File: config.mk
export PLATFORM = sky130hd
export DESIGN_NAME = depth_centroid_swipe_detector_unit_flat
export DESIGN_NICKNAME = d
export VERILOG_FILES = /design/src/hw/rtl/dcsd_pkg.sv /design/src/hw/rtl/dcsd_in_if.sv /design/src/hw/rtl/dcsd_out_if.sv /design/src/hw/rtl/dcsd_regs.sv /design/src/hw/rtl/dcsd_ctrl.sv /design/src/hw/rtl/dcsd_dp.sv /design/src/hw/rtl/depth_centroid_swipe_detector_unit.sv /design/src/flat_wrapper.sv
export SDC_FILE = /design/constraint.sdc
export NUM_CORES = 1
export LEC_CHECK = 0
export ABC_CLOCK_PERIOD_IN_PS = 6900
export BUFFER_PORTS_ARGS = -buffer_cell sky130_fd_sc_hd__buf_2
export CELL_PAD_IN_SITES_DETAIL_PLACEMENT = 1
export CELL_PAD_IN_SITES_GLOBAL_PLACEMENT = 1
export CORE_ASPECT_RATIO = 1.5
export CORE_MARGIN = 10
export CORE_UTILIZATION = 43
export DETAILED_ROUTE_END_ITERATION = 12
export PLACE_DENSITY = 0.83
export SYNTH_ARGS = -nofsm -noshare
export SYNTH_HDL_FRONTEND = slang
export SYNTH_SLANG_ARGS = --single-unit
export TNS_END_PERCENT = 1
File: constraint.sdc
create_clock -name clk -period 6.9 [get_ports clk]
set_input_delay 0.69 -clock clk [delete_from_list [all_inputs] [get_ports clk]]
set_output_delay 0.69 -clock clk [all_outputs]
set_load 0.02 [all_outputs]
File: src/hw/rtl/dcsd_pkg.sv
package dcsd_pkg;

  localparam int COORD_BITS_DEF = 12;
  localparam int FRAC_BITS_DEF  = 4;

  localparam int CFG_AW = 5;
  localparam int CFG_DW = 32;

  localparam logic [15:0] NEAR_RST   = 16'd500;
  localparam logic [15:0] FAR_RST    = 16'd1000;
  localparam logic [11:0] SWIPE_RST  = 12'd75;
  localparam logic [11:0] MARGIN_RST = 12'd50;
  localparam logic [23:0] MINPT_RST  = 24'd400;
  localparam logic [12:0] WIDTH_RST  = 13'd640;
  localparam logic [12:0] HEIGHT_RST = 13'd480;

  typedef enum logic [2:0] {
    REG_NEAR_LIMIT,
    REG_FAR_LIMIT,
    REG_SWIPE_DISTANCE,
    REG_DIRECTION_MARGIN,
    REG_MIN_POINTS,
    REG_FRAME_WIDTH,
    REG_FRAME_HEIGHT
  } reg_idx_t;

  typedef enum logic [1:0] {
    DIR_NONE  = 2'd0,
    DIR_LEFT  = 2'd1,
    DIR_RIGHT = 2'd2
  } dir_t;

  typedef enum logic [1:0] {
    ST_ACCUM,
    ST_LOAD,
    ST_DIVIDE,
    ST_DECIDE
  } state_t;

  typedef struct packed {
    logic [15:0] near_limit;
    logic [15:0] far_limit;
    logic [11:0] swipe_distance;
    logic [11:0] direction_margin;
    logic [23:0] min_points;
    logic [12:0] frame_width;
    logic [12:0] frame_height;
  } cfg_t;

  typedef struct packed {
    logic pix_accept;
    logic div_load;
    logic div_step;
    logic decide;
  } cmd_t;

  typedef struct packed {
    logic pix_last;
    logic div_last;
    logic out_free;
  } status_t;

endpackage

File: src/hw/rtl/dcsd_in_if.sv
interface dcsd_in_if;
  logic        valid;
  logic        ready;
  logic [15:0] depth_sample;

  modport source (output valid, output depth_sample, input ready);
  modport sink (input valid, input depth_sample, output ready);
endinterface

File: src/hw/rtl/dcsd_out_if.sv
interface dcsd_out_if;
  logic        valid;
  logic        ready;
  logic [1:0]  swipe;
  logic [15:0] centroid_col;
  logic [1:0]  new_direction;

  modport source (output valid, output swipe, output centroid_col, output new_direction,
                  input ready);
  modport sink (input valid, input swipe, input centroid_col, input new_direction,
                output ready);
endinterface

File: src/hw/rtl/dcsd_regs.sv
module dcsd_regs (
  input  logic                        clk,
  input  logic                        rst_n,
  input  logic                        psel,
  input  logic                        penable,
  input  logic                        pwrite,
  input  logic [dcsd_pkg::CFG_AW-1:0] paddr,
  input  logic [dcsd_pkg::CFG_DW-1:0] pwdata,
  output logic [dcsd_pkg::CFG_DW-1:0] prdata,
  output logic                        pready,
  output dcsd_pkg::cfg_t              cfg
);
  import dcsd_pkg::*;

  cfg_t     cfg_r;
  cfg_t     cfg_nxt;
  logic     wr_en;
  reg_idx_t idx;

  assign pready = 1'b1;
  assign wr_en  = psel && penable && pwrite;
  assign idx    = reg_idx_t'(paddr[CFG_AW-1:2]);
  assign cfg    = cfg_r;

  always_comb begin
    cfg_nxt = cfg_r;
    if (wr_en) begin
      unique case (idx)
        REG_NEAR_LIMIT:       cfg_nxt.near_limit       = pwdata[15:0];
        REG_FAR_LIMIT:        cfg_nxt.far_limit        = pwdata[15:0];
        REG_SWIPE_DISTANCE:   cfg_nxt.swipe_distance   = pwdata[11:0];
        REG_DIRECTION_MARGIN: cfg_nxt.direction_margin = pwdata[11:0];
        REG_MIN_POINTS:       cfg_nxt.min_points       = pwdata[23:0];
        REG_FRAME_WIDTH:      cfg_nxt.frame_width      = pwdata[12:0];
        REG_FRAME_HEIGHT:     cfg_nxt.frame_height     = pwdata[12:0];
        default:              cfg_nxt = cfg_r;
      endcase
    end
  end

  always_comb begin
    unique case (idx)
      REG_NEAR_LIMIT:       prdata = CFG_DW'(cfg_r.near_limit);
      REG_FAR_LIMIT:        prdata = CFG_DW'(cfg_r.far_limit);
      REG_SWIPE_DISTANCE:   prdata = CFG_DW'(cfg_r.swipe_distance);
      REG_DIRECTION_MARGIN: prdata = CFG_DW'(cfg_r.direction_margin);
      REG_MIN_POINTS:       prdata = CFG_DW'(cfg_r.min_points);
      REG_FRAME_WIDTH:      prdata = CFG_DW'(cfg_r.frame_width);
      REG_FRAME_HEIGHT:     prdata = CFG_DW'(cfg_r.frame_height);
      default:              prdata = '0;
    endcase
  end

  always_ff @(posedge clk) begin
    if (!rst_n) begin
      cfg_r.near_limit       <= NEAR_RST;
      cfg_r.far_limit        <= FAR_RST;
      cfg_r.swipe_distance   <= SWIPE_RST;
      cfg_r.direction_margin <= MARGIN_RST;
      cfg_r.min_points       <= MINPT_RST;
      cfg_r.frame_width      <= WIDTH_RST;
      cfg_r.frame_height     <= HEIGHT_RST;
    end else begin
      cfg_r <= cfg_nxt;
    end
  end

endmodule

File: src/hw/rtl/dcsd_ctrl.sv
module dcsd_ctrl (
  input  logic              clk,
  input  logic              rst_n,
  input  logic              in_valid,
  output logic              in_ready,
  input  dcsd_pkg::status_t status,
  output dcsd_pkg::cmd_t    cmd
);
  import dcsd_pkg::*;

  state_t state_r;
  state_t state_nxt;

  always_comb begin
    state_nxt = state_r;
    unique case (state_r)
      ST_ACCUM: begin
        if (in_valid && status.pix_last) state_nxt = ST_LOAD;
      end
      ST_LOAD:   state_nxt = ST_DIVIDE;
      ST_DIVIDE: begin
        if (status.div_last) state_nxt = ST_DECIDE;
      end
      ST_DECIDE: begin
        if (status.out_free) state_nxt = ST_ACCUM;
      end
      default:   state_nxt = ST_ACCUM;
    endcase
  end

  always_comb begin
    in_ready = 1'b0;
    cmd      = '0;
    unique case (state_r)
      ST_ACCUM: begin
        in_ready       = 1'b1;
        cmd.pix_accept = in_valid;
      end
      ST_LOAD:   cmd.div_load = 1'b1;
      ST_DIVIDE: cmd.div_step = 1'b1;
      ST_DECIDE: cmd.decide   = status.out_free;
      default:   cmd = '0;
    endcase
  end

  always_ff @(posedge clk) begin
    if (!rst_n) begin
      state_r <= ST_ACCUM;
    end else begin
      state_r <= state_nxt;
    end
  end

endmodule

File: src/hw/rtl/dcsd_dp.sv
module dcsd_dp #(
  parameter int COORD_BITS = dcsd_pkg::COORD_BITS_DEF,
  parameter int FRAC_BITS  = dcsd_pkg::FRAC_BITS_DEF
) (
  input  logic              clk,
  input  logic              rst_n,
  input  dcsd_pkg::cfg_t    cfg,
  input  dcsd_pkg::cmd_t    cmd,
  output dcsd_pkg::status_t status,
  input  logic [15:0]       in_depth,
  input  logic              out_ready,
  output logic              out_valid,
  output logic [1:0]        out_swipe,
  output logic [15:0]       out_centroid,
  output logic [1:0]        out_dir
);
  import dcsd_pkg::*;

  localparam int QW   = COORD_BITS + FRAC_BITS;
  localparam int SW   = 3 * COORD_BITS;
  localparam int NW   = 2 * COORD_BITS;
  localparam int LW   = (COORD_BITS + 1 > 13) ? COORD_BITS + 1 : 13;
  localparam int M1   = (QW > 16) ? QW : 16;
  localparam int M2   = (M1 > 12 + FRAC_BITS) ? M1 : 12 + FRAC_BITS;
  localparam int DW   = M2 + 1;
  localparam int MW   = (NW > 24) ? NW : 24;
  localparam int CNTW = $clog2(QW + 1);
  localparam logic [LW-1:0] SIZE_MAX = LW'(1) << COORD_BITS;

  logic [COORD_BITS-1:0] col_r;
  logic [COORD_BITS-1:0] row_r;
  logic [SW-1:0]         sum_r;
  logic [NW-1:0]         count_r;
  logic [15:0]           last_cent_r;
  dir_t                  last_dir_r;
  logic [NW-1:0]         rem_r;
  logic [QW-1:0]         quo_r;
  logic [CNTW-1:0]       div_cnt_r;
  logic                  out_valid_r;
  dir_t                  out_swipe_r;
  logic [15:0]           out_cent_r;
  dir_t                  out_dir_r;

  logic [LW-1:0]         fw;
  logic [LW-1:0]         fh;
  logic [LW-1:0]         w;
  logic [LW-1:0]         h;
  logic [LW-1:0]         col_inc;
  logic [LW-1:0]         row_inc;
  logic                  col_end;
  logic                  row_end;
  logic                  hit;
  logic [NW:0]           part;
  logic [NW:0]           trial;
  logic                  ge;
  logic                  cent_ok;
  logic [QW-1:0]         cent;
  logic signed [DW-1:0]  diff;
  logic signed [DW-1:0]  mag;
  logic signed [DW-1:0]  margin;
  logic signed [DW-1:0]  thresh;
  logic                  big;
  logic                  upd;
  dir_t                  dir;
  dir_t                  swipe;

  assign fw = LW'(cfg.frame_width);
  assign fh = LW'(cfg.frame_height);
  assign w  = (fw == '0) ? LW'(1) : ((fw > SIZE_MAX) ? SIZE_MAX : fw);
  assign h  = (fh == '0) ? LW'(1) : ((fh > SIZE_MAX) ? SIZE_MAX : fh);

  assign col_inc = LW'(col_r) + LW'(1);
  assign row_inc = LW'(row_r) + LW'(1);
  assign col_end = !(col_inc < w);
  assign row_end = !(row_inc < h);

  assign hit = (in_depth != 16'd0) && (in_depth >= cfg.near_limit) &&
               (in_depth <= cfg.far_limit);

  assign part  = {rem_r, quo_r[QW-1]};
  assign ge    = part >= (NW + 1)'(count_r);
  assign trial = part - (NW + 1)'(count_r);

  assign cent_ok = MW'(count_r) > MW'(cfg.min_points);
  assign cent    = cent_ok ? quo_r : '0;
  assign diff    = signed'(DW'(cent)) - signed'(DW'(last_cent_r));
  assign mag     = (diff < 0) ? -diff : diff;
  assign margin  = signed'(DW'(cfg.direction_margin) << FRAC_BITS);
  assign thresh  = signed'(DW'(cfg.swipe_distance) << FRAC_BITS);
  assign big     = mag > thresh;

  always_comb begin
    if (!cent_ok) begin
      dir = DIR_NONE;
    end else if (diff > margin) begin
      dir = DIR_RIGHT;
    end else if (diff < -margin) begin
      dir = DIR_LEFT;
    end else begin
      dir = last_dir_r;
    end
  end

  assign upd   = (dir != last_dir_r) || big;
  assign swipe = big ? last_dir_r : DIR_NONE;

  assign status.pix_last = col_end && row_end;
  assign status.div_last = (div_cnt_r == '0);
  assign status.out_free = !out_valid_r || out_ready;

  assign out_valid    = out_valid_r;
  assign out_swipe    = out_swipe_r;
  assign out_centroid = out_cent_r;
  assign out_dir      = out_dir_r;

  always_ff @(posedge clk) begin
    if (!rst_n) begin
      col_r       <= '0;
      row_r       <= '0;
      sum_r       <= '0;
      count_r     <= '0;
      last_cent_r <= '0;
      last_dir_r  <= DIR_NONE;
    end else if (cmd.pix_accept) begin
      if (hit) begin
        sum_r <= sum_r + SW'(col_r);
        if (count_r != '1) count_r <= count_r + NW'(1);
      end
      if (col_end) begin
        col_r <= '0;
        row_r <= row_end ? '0 : row_inc[COORD_BITS-1:0];
      end else begin
        col_r <= col_inc[COORD_BITS-1:0];
      end
    end else if (cmd.decide) begin
      sum_r   <= '0;
      count_r <= '0;
      if (upd) begin
        last_cent_r <= 16'(cent);
        last_dir_r  <= dir;
      end
    end
  end

  always_ff @(posedge clk) begin
    if (cmd.div_load) begin
      rem_r     <= sum_r[SW-1:COORD_BITS];
      quo_r     <= QW'(sum_r[COORD_BITS-1:0]) << FRAC_BITS;
      div_cnt_r <= CNTW'(QW - 1);
    end else if (cmd.div_step) begin
      rem_r     <= ge ? trial[NW-1:0] : part[NW-1:0];
      quo_r     <= {quo_r[QW-2:0], ge};
      div_cnt_r <= div_cnt_r - CNTW'(1);
    end
  end

  always_ff @(posedge clk) begin
    if (!rst_n) begin
      out_valid_r <= 1'b0;
    end else if (cmd.decide) begin
      out_valid_r <= 1'b1;
    end else if (out_ready) begin
      out_valid_r <= 1'b0;
    end
  end

  always_ff @(posedge clk) begin
    if (cmd.decide) begin
      out_swipe_r <= swipe;
      out_cent_r  <= 16'(cent);
      out_dir_r   <= dir;
    end
  end

endmodule

File: src/hw/rtl/depth_centroid_swipe_detector_unit.sv
// Takes one depth word per cycle while collecting a frame.
// After the last pixel of a frame the input stalls while the one-bit-per-cycle restoring
// divider runs and until any earlier result word is taken; then the result word appears
// in the output register; the next frame's pixels are taken while it waits.
// Reset is synchronous and active low; it restores register defaults and clears the pixel
// counters, sums, the stored centroid and direction, and the output valid flag.
module depth_centroid_swipe_detector_unit #(
  parameter int COORD_BITS = dcsd_pkg::COORD_BITS_DEF,
  parameter int FRAC_BITS  = dcsd_pkg::FRAC_BITS_DEF
) (
  input  logic                        clk,
  input  logic                        rst_n,
  dcsd_in_if.sink                     in_ch,
  dcsd_out_if.source                  out_ch,
  input  logic                        cfg_psel,
  input  logic                        cfg_penable,
  input  logic                        cfg_pwrite,
  input  logic [dcsd_pkg::CFG_AW-1:0] cfg_paddr,
  input  logic [dcsd_pkg::CFG_DW-1:0] cfg_pwdata,
  output logic [dcsd_pkg::CFG_DW-1:0] cfg_prdata,
  output logic                        cfg_pready
);
  import dcsd_pkg::*;

  cfg_t    cfg;
  cmd_t    cmd;
  status_t status;
  logic    in_ready;

  assign in_ch.ready = in_ready;

  dcsd_regs u_regs (
    .clk     (clk),
    .rst_n   (rst_n),
    .psel    (cfg_psel),
    .penable (cfg_penable),
    .pwrite  (cfg_pwrite),
    .paddr   (cfg_paddr),
    .pwdata  (cfg_pwdata),
    .prdata  (cfg_prdata),
    .pready  (cfg_pready),
    .cfg     (cfg)
  );

  dcsd_ctrl u_ctrl (
    .clk      (clk),
    .rst_n    (rst_n),
    .in_valid (in_ch.valid),
    .in_ready (in_ready),
    .status   (status),
    .cmd      (cmd)
  );

  dcsd_dp #(
    .COORD_BITS (COORD_BITS),
    .FRAC_BITS  (FRAC_BITS)
  ) u_dp (
    .clk          (clk),
    .rst_n        (rst_n),
    .cfg          (cfg),
    .cmd          (cmd),
    .status       (status),
    .in_depth     (in_ch.depth_sample),
    .out_ready    (out_ch.ready),
    .out_valid    (out_ch.valid),
    .out_swipe    (out_ch.swipe),
    .out_centroid (out_ch.centroid_col),
    .out_dir      (out_ch.new_direction)
  );

endmodule

File: src/flat_wrapper.sv
// flat-port wrapper written by rule: the top's interface ports become plain ports
module depth_centroid_swipe_detector_unit_flat import dcsd_pkg::*;
#(
  parameter int COORD_BITS = dcsd_pkg::COORD_BITS_DEF,
  parameter int FRAC_BITS  = dcsd_pkg::FRAC_BITS_DEF
)
  (clk, rst_n, cfg_psel, cfg_penable, cfg_pwrite, cfg_paddr, cfg_pwdata, cfg_prdata, cfg_pready, in_ch_valid, in_ch_depth_sample, in_ch_ready, out_ch_valid, out_ch_swipe, out_ch_centroid_col, out_ch_new_direction, out_ch_ready);
  dcsd_in_if in_ch_i ();
  dcsd_out_if out_ch_i ();
  input  logic clk;
  input  logic rst_n;
  input  logic cfg_psel;
  input  logic cfg_penable;
  input  logic cfg_pwrite;
  input  logic [dcsd_pkg::CFG_AW-1:0] cfg_paddr;
  input  logic [dcsd_pkg::CFG_DW-1:0] cfg_pwdata;
  output logic [dcsd_pkg::CFG_DW-1:0] cfg_prdata;
  output logic cfg_pready;
  input wire logic [$bits(in_ch_i.valid)-1:0] in_ch_valid;
  input wire logic [$bits(in_ch_i.depth_sample)-1:0] in_ch_depth_sample;
  output wire logic [$bits(in_ch_i.ready)-1:0] in_ch_ready;
  output wire logic [$bits(out_ch_i.valid)-1:0] out_ch_valid;
  output wire logic [$bits(out_ch_i.swipe)-1:0] out_ch_swipe;
  output wire logic [$bits(out_ch_i.centroid_col)-1:0] out_ch_centroid_col;
  output wire logic [$bits(out_ch_i.new_direction)-1:0] out_ch_new_direction;
  input wire logic [$bits(out_ch_i.ready)-1:0] out_ch_ready;
  assign in_ch_i.valid = in_ch_valid;
  assign in_ch_i.depth_sample = in_ch_depth_sample;
  assign in_ch_ready = in_ch_i.ready;
  assign out_ch_valid = out_ch_i.valid;
  assign out_ch_swipe = out_ch_i.swipe;
  assign out_ch_centroid_col = out_ch_i.centroid_col;
  assign out_ch_new_direction = out_ch_i.new_direction;
  assign out_ch_i.ready = out_ch_ready;
  depth_centroid_swipe_detector_unit #(.COORD_BITS(COORD_BITS), .FRAC_BITS(FRAC_BITS)) u_core (.clk(clk), .rst_n(rst_n), .in_ch(in_ch_i), .out_ch(out_ch_i), .cfg_psel(cfg_psel), .cfg_penable(cfg_penable), .cfg_pwrite(cfg_pwrite), .cfg_paddr(cfg_paddr), .cfg_pwdata(cfg_pwdata), .cfg_prdata(cfg_prdata), .cfg_pready(cfg_pready));
endmodule
==> After elaboration in Yosys (flattened, before gate mapping) <==
Cells that the tools add are included.
W data, S select, Z words.
{ "classes": {"eq_ne": 16, "n_addsub": 9, "bitwise_logic": 2, "n_reduce_logical": 32, "order_cmp": 12, "mux": 35} }
{ "op_table": {"columns": ["operator", "n"], "rows": [
  ["$mux W24", 7],
  ["$pmux W24 S7", 1],
  ["$mux W36", 3],
  ["$mux W13", 4],
  ["$mux W16", 3],
  ["$add A36 B12 Y36", 1],
  ["$gt A17 B17 Y1", 2],
  ["$add A12 B1 Y13 const B", 2],
  ["$gt A13 B13 Y1 const B", 2],
  ["$logic_not A13 Y1", 2],
  ["$lt A13 B13 Y1", 2],
  ["$ge A25 B24 Y1", 1],
  ["$add A24 B1 Y24 const B", 1],
  ["$gt A24 B24 Y1", 1],
  ["$mux W12", 2],
  ["$ne A24 B24 Y1 const B", 1],
  ["$sub A24 B24 Y24", 1],
  ["$reduce_and A2 Y1", 9],
  ["$lt A17 B1 Y1 const B", 1],
  ["$lt A17 B17 Y1", 1],
  ["$mux W17", 1],
  ["$neg A16 Y17", 1],
  ["$neg A17 Y17", 1],
  ["$sub A16 B16 Y17", 1],
  ["other kinds (24)", 55]
]} }
{ "word_totals": {"ff_bits": 276, "inputBits": 60, "elab_cells": 128, "output_inout_bits": 55} }

==> Depth between registers and ports, before layout <==
{ "logic_depth": {"ltp_word": 10, "ltp_mapped": 34} }

==> Cells and area by module <==
From an unflattened synthesis, not the netlist that was laid out.
{ "hier_totals": {"hier_cells": 2220, "area_unflattened_um2": 18940.7} }
{ "modules_own_cells": {"columns": ["mod", "n_inst", "area_per_inst_um2", "cells_per_inst"], "rows": [
  ["dcsd_dp", 1, 13715.7, 1676],
  ["dcsd_regs", 1, 5043.6, 523],
  ["dcsd_ctrl", 1, 181.4, 21]
]} }

==> Worst setup path before layout <==
OpenSTA, ideal clock, no wires.
{ "synth_timing": {"kind": "register to register", "from": "reg u_core.u_regs.cfg_r (netlist bit u_core.u_regs.cfg[45])", "to": "reg u_core.u_dp.last_cent_r[10]", "t_arrival_ns": 6.488, "synth_period_minus_slack_ns": 6.559, "slack_ns": 0.341, "n_path_buf": 3, "setup_time_ns": 0.072, "stages_incl_launch_ff": 33, "required_time_ns": 6.828, "path_cell_list": "dfxtp_1 -> inv_1 -> ha_1 -> and4_1 -> a221o_1 -> a221oi_1 -> o21ai_0 -> o31a_1 -> or2_0 -> clkbuf_1 -> clkbuf_1 -> nand2_1 -> ha_1 -> inv_1 -> fa_1 -> a21o_1 -> a21oi_2 -> xnor2_1 -> nor3_2 -> nor3b_1 -> nand4b_1 -> o41a_1 -> xor2_1 -> ha_1 -> and4_1 -> nand2_1 -> or3_1 -> nor4_1 -> a311o_1 -> a211oi_2 -> nor2_4 -> buf_6 -> mux2i_1"} }
{ "synth_between": {"elab_chain_len": 10, "word_cells_on_any_way": 15} }
{ "synth_lines": {"columns": ["element", "line", "rtl"], "rows": [
  ["start, declared", "dcsd_regs.sv:15", "cfg_t cfg_r;"],
  ["start signal, assigned", "dcsd_regs.sv:64", "cfg_r <= cfg_nxt;"],
  ["$gt A24 B24 Y1 (*)", "dcsd_dp.sv:84", "assign cent_ok = MW'(count_r) > MW'(cfg.min_points);"],
  ["branches (longest 9 deep; another with $sub A16 B16 Y17)", null, null],
  ["end signal, assigned", "dcsd_dp.sv:139", "last_cent_r <= 16'(cent);"],
  ["end, declared", "dcsd_dp.sv:34", "logic [15:0] last_cent_r;"]
]} }
Every way passes the cells marked *.
A chain may end at the register's enable or synchronous reset.

==> Worst setup path after layout <==
{ "layout_timing": {"from": "reg u_core.u_regs.cfg_r (netlist bit u_core.u_regs.cfg[45])", "to": "reg u_core.u_dp.last_cent_r[14]"} }
Same word-level chain as after synthesis.

==> results.py <==
metrics = {
    "die": {
        "rows": 94,
        "initial_utilization": 0.433,
        "io_pins": 115,
        "core-area_sq_um": 43800,
        "die_h_um": 277,
        "die-area_sq_um": 53000,
        "die_x_um": 191,
    },
    "power": {
        "clock_power_share": 0.451,
        "p_sw_uw": 885,
        "power_density_nw_per_um2": 166,
        "p_comb_frac": 0.074,
        "p_int_mw": 2.66,
        "switching_share": 0.250,
        "leakage_nw": 8.74,
        "max-vdd-ir-drop_v": 0.000174,
        "power_frac_seq": 0.475,
    },
    "place": {
        "gp_congestion": 0.882,
        "portBuffers": 95,
        "dpl.hpwl_mm": 45.9,
        "postPlaceCellArea_sq_um": 20000,
    },
    "setup_path": {
        "cp-start-kind": "flip-flop",
        "critPathSlowestCell": "fa_2",
        "timing_worst_setup_path_type": "reg -> reg",
        "r2r_start": "u_core.u_regs.cfg[45]$_SDFFE_PN0P_",
        "r2r_slack_ps": 70,
        "worst_r2r_endpoint": "u_core.u_dp.last_cent_r[14]$_SDFFE_PN0P_",
        "crit_arrival_ps": 7310,
        "slowest_delay_ps": 420,
        "reg2regPathDepth": 31,
        "cp-end-kind": "flip-flop",
        "crit_required_ps": 7380,
        "cp_max_fo": 8,
    },
    "final_layout": {
        "drive_above_1_share": 0.131,
        "antenna_cells": 0,
        "nets": 2599,
        "syn2layout_area_growth_pct": 13.2,
        "final_area_sq_um": 21400,
    },
    "timing": {
        "fin_crit_ps": 6830,
        "tightest_slew_ps": 1260,
        "fin_skew_ps": 20.7,
        "tns_ps": 0,
        "period_share": 0.990,
        "final_hold_viol_count": 0,
        "max_freq_mhz": 146,
        "setup-violations-final": 0,
        "maxSlewHeadroom": 0.160,
        "maxSlewViolCount": 0,
    },
    "global_routing": {
        "grt_pass1_vias": 18428,
        "grt_pass1_wl_mm": 97.8,
        "antenna_found_initial": 0,
        "grt_use_total": 0.225,
        "grt-ovfl-total": 0,
        "grt_max_degree": 121,
    },
    "clock_network": {
        "cts_tree": "built",
        "clockRootBuffer": "clkbuf_16",
        "clk_transition_reported_paths_ps": 70,
        "cts-buffers-inserted": 29,
        "clockBufferDepth": 3,
        "clkLatencyLatePin_ps": 570,
        "cts_sinks": 276,
        "ctsHtreeMaxLevel": 1,
    },
    "logic_synthesis": {
        "synthArstFlopShare": 0,
        "synth_edf_count": 56,
        "ys_types": 97,
        "avgSynthCellArea_sq_um": 8.29,
        "ys_seq_area_frac": 0.321,
        "synthCells": 2283,
        "yosysWarnings": 0,
        "ys_ff_latch": 276,
        "synth-main-ff-cell": "dfxtp_1",
        "syn_area_sq_um": 18900,
    },
    "drt": {
        "avgRoutedWirePerCell_um": 21.4,
        "route.met3.wl_mm": 2.55,
        "top_layer": "met4",
        "wl_met2_mm": 32.3,
        "vias": 17422,
        "drc": 0,
        "firstDrtPassIters": 5,
        "drtIter0Drc": 1085,
        "wirelength_mm": 63.3,
        "met1_length_mm": 24.5,
        "via_per_inst": 5.90,
        "ant_nets": 0,
    },
    "worst_hold_path": {
        "hold_path_class": "in -> reg",
        "min_to": "u_core.u_regs.cfg[48]$_SDFFE_PN0P_",
        "worstHoldStart": "cfg_pwdata[22]",
        "min_path_cells": 3,
    },
    "outcome": {
        "outcome": "complete, no violations",
    },
    "job": {
        "drv_cap": 0,
    },
}
[layout by cell type (no fill, tap or decap), types with 10 or more instances in the layout]
| cell type | netlist | layout |
|---|---|---|
| a211o_1 | 10 | 10 |
| a21boi_0 | 91 | 91 |
| a21o_1 | 39 | 39 |
| a21oi_1 | 103 | 100 |
| a31o_2 | 10 | 10 |
| a31oi_1 | 14 | 14 |
| and2_1 | 32 | 30 |
| and3_1 | 22 | 21 |
| buf_2 | 8 | 94 |
| buf_4 | 11 | 53 |
| clkbuf_16 | 0 | 31 |
| dfxtp_1 | 220 | 216 |
| edfxtp_1 | 56 | 56 |
| ha_1 | 178 | 164 |
| inv_1 | 165 | 164 |
| mux2i_1 | 58 | 58 |
| nand2_1 | 381 | 379 |
| nand2b_1 | 15 | 15 |
| nand3_1 | 60 | 60 |
| nand4_1 | 23 | 23 |
| nor2_1 | 115 | 114 |
| nor2b_1 | 53 | 52 |
| nor3_1 | 46 | 44 |
| nor3b_1 | 16 | 15 |
| nor4_1 | 24 | 21 |
| o211ai_1 | 42 | 42 |
| o21a_1 | 14 | 14 |
| o21ai_0 | 76 | 74 |
| o311ai_0 | 11 | 10 |
| or3_1 | 24 | 23 |
| xnor2_1 | 68 | 65 |
| xor2_1 | 32 | 30 |
[critical path, delay by kind of cell, from the launching register on]
family | cells | cell delay, ps
DFF | 1 | 320
xor gates and xnor gates | 2 | 270
buffers and inverters | 4 | 560
and+or+nand+nor | 10 | 2040
AOI/OAI and AO/OA | 10 | 2220
adders and majority gates | 4 | 1080
muxes | 1 | 210
[power by group through the flow]
| stage | logic (mW) | registers, mW | clock network (mW) |
|---|---|---|---|
| 5_1_grt | 0.288 | 1.69 | 1.69 |
| 3_5_place_dp | 0.257 | 1.72 | 0 |
| 2_1_floorplan | 0.169 | 1.71 | 0 |
| 6_report | 0.263 | 1.68 | 1.60 |
| 4_1_cts | 0.260 | 1.68 | 1.63 |
| 3_3_place_gp | 0.243 | 1.72 | 0 |
[sequential cells by signal, indices dropped and copies added (netlist names)]
| name | count |
|---|---|
| u_core.u_regs.cfg | 106 |
| u_core.u_dp.rem_r | 24 |
| u_core.u_dp.sum_r | 36 |
| u_core.u_dp.quo_r | 16 |
| u_core.u_dp.row_r | 12 |
| u_core.u_dp.out_dir | 2 |
| u_core.u_dp.div_cnt_r | 5 |
| u_core.u_dp.last_dir_r | 2 |
| u_core.u_dp.out_valid | 1 |
| u_core.u_dp.last_cent_r | 16 |
| u_core.u_dp.col_r | 12 |
| u_core.u_ctrl.state_r | 2 |
| u_core.u_dp.out_swipe | 2 |
| u_core.u_dp.out_centroid | 16 |
| u_core.u_dp.count_r | 24 |
[how the worst max path moves through the flow]
stage | end | slack, ps | depth (start not counted) | startpoint
after global routing | u_core.u_dp.last_cent_r[14]$_SDFFE_PN0P_ | -190 | 33 | u_core.u_regs.cfg[42]$_SDFFE_PN0P_
after detailed placement | u_core.u_dp.last_cent_r[6]$_SDFFE_PN0P_ | -240 | 29 | u_core.u_regs.cfg[45]$_SDFFE_PN0P_
after global placement | u_core.u_dp.last_cent_r[6]$_SDFFE_PN0P_ | 120 | 30 | u_core.u_regs.cfg[43]$_SDFFE_PN0P_
after floorplan | u_core.u_dp.last_cent_r[10]$_SDFFE_PN0P_ | 340 | 32 | u_core.u_regs.cfg[45]$_SDFFE_PN0P_
after CTS | u_core.u_dp.last_cent_r[6]$_SDFFE_PN0P_ | 1 | 30 | u_core.u_regs.cfg[45]$_SDFFE_PN0P_
final | u_core.u_dp.last_cent_r[14]$_SDFFE_PN0P_ | 70 | 31 | u_core.u_regs.cfg[45]$_SDFFE_PN0P_
[area by class of cell]
type	count	area, sq um
fillers	5258	22300
multi-input cells	1735	12100
flip-flops and latches	276	6090
repair buffers	150	925
clock buffers	42	866
well taps	576	721
inverters	166	623
clock inverters	10	85.1
[synthesized netlist by cell type, types with 22 or more instances]
cell	count	area share
dfxtp_1	220	0.23
mux2i_1	58	0.031
a21boi_0	91	0.036
nor4_1	24	0.0079
a21o_1	39	0.015
and2_1	32	0.011
a21oi_1	103	0.027
nand2_1	381	0.076
nand3_1	60	0.016
or3_1	24	0.0079
edfxtp_1	56	0.089
nor2_1	115	0.023
nor2b_1	53	0.018
o21ai_0	76	0.020
inv_1	165	0.033
clkbuf_1	84	0.017
xnor2_1	68	0.031
o211ai_1	42	0.017
nand4_1	23	0.0076
ha_1	178	0.12
nor3_1	46	0.012
and3_1	22	0.0073
xor2_1	32	0.015
[metrics by stage]
stage	utilization	hold slack, ps	setup slack (ps)	std cells	total power [mW]
2_1_floorplan	-	438	341	2290	1.88
3_3_place_gp	0.457	444	118	2891	1.96
3_5_place_dp	0.457	460	-241	2891	1.98
4_1_cts	0.480	355	1.24	2943	3.57
5_1_grt	0.490	365	-185	2955	3.67
6_report	0.490	371	71.5	2955	3.55
[metal layers]
| layer | vias up | GRT usage |
|---|---|---|
| met1 | 8566 | 0.242 |
| met5 | - | 0 |
| met4 | 0 | 0.142 |
| met2 | 484 | 0.403 |
| li1 | 8186 | - |
| met3 | 186 | 0.0290 |
[logic make-up after synthesis]
kind of cell,Yosys count,share of synthesized area
and+or+nand+nor,861,0.219
AOI/OAI and AO/OA,511,0.188
buffers and inverters,279,0.0592
DFF,276,0.321
adders and majority gates,181,0.121
xor gates and xnor gates,100,0.0463
muxes,73,0.0443
other,2,0.000397
[timing repair]
action	in CTS	in global routing
resized for setup	7	63
buffers inserted	0	11
hold buffers	0	0
gates cloned	0	1
setup endpoints to repair	19	19
pin swaps	2	30
No activity file was read; power rests on OpenSTA's default activity.
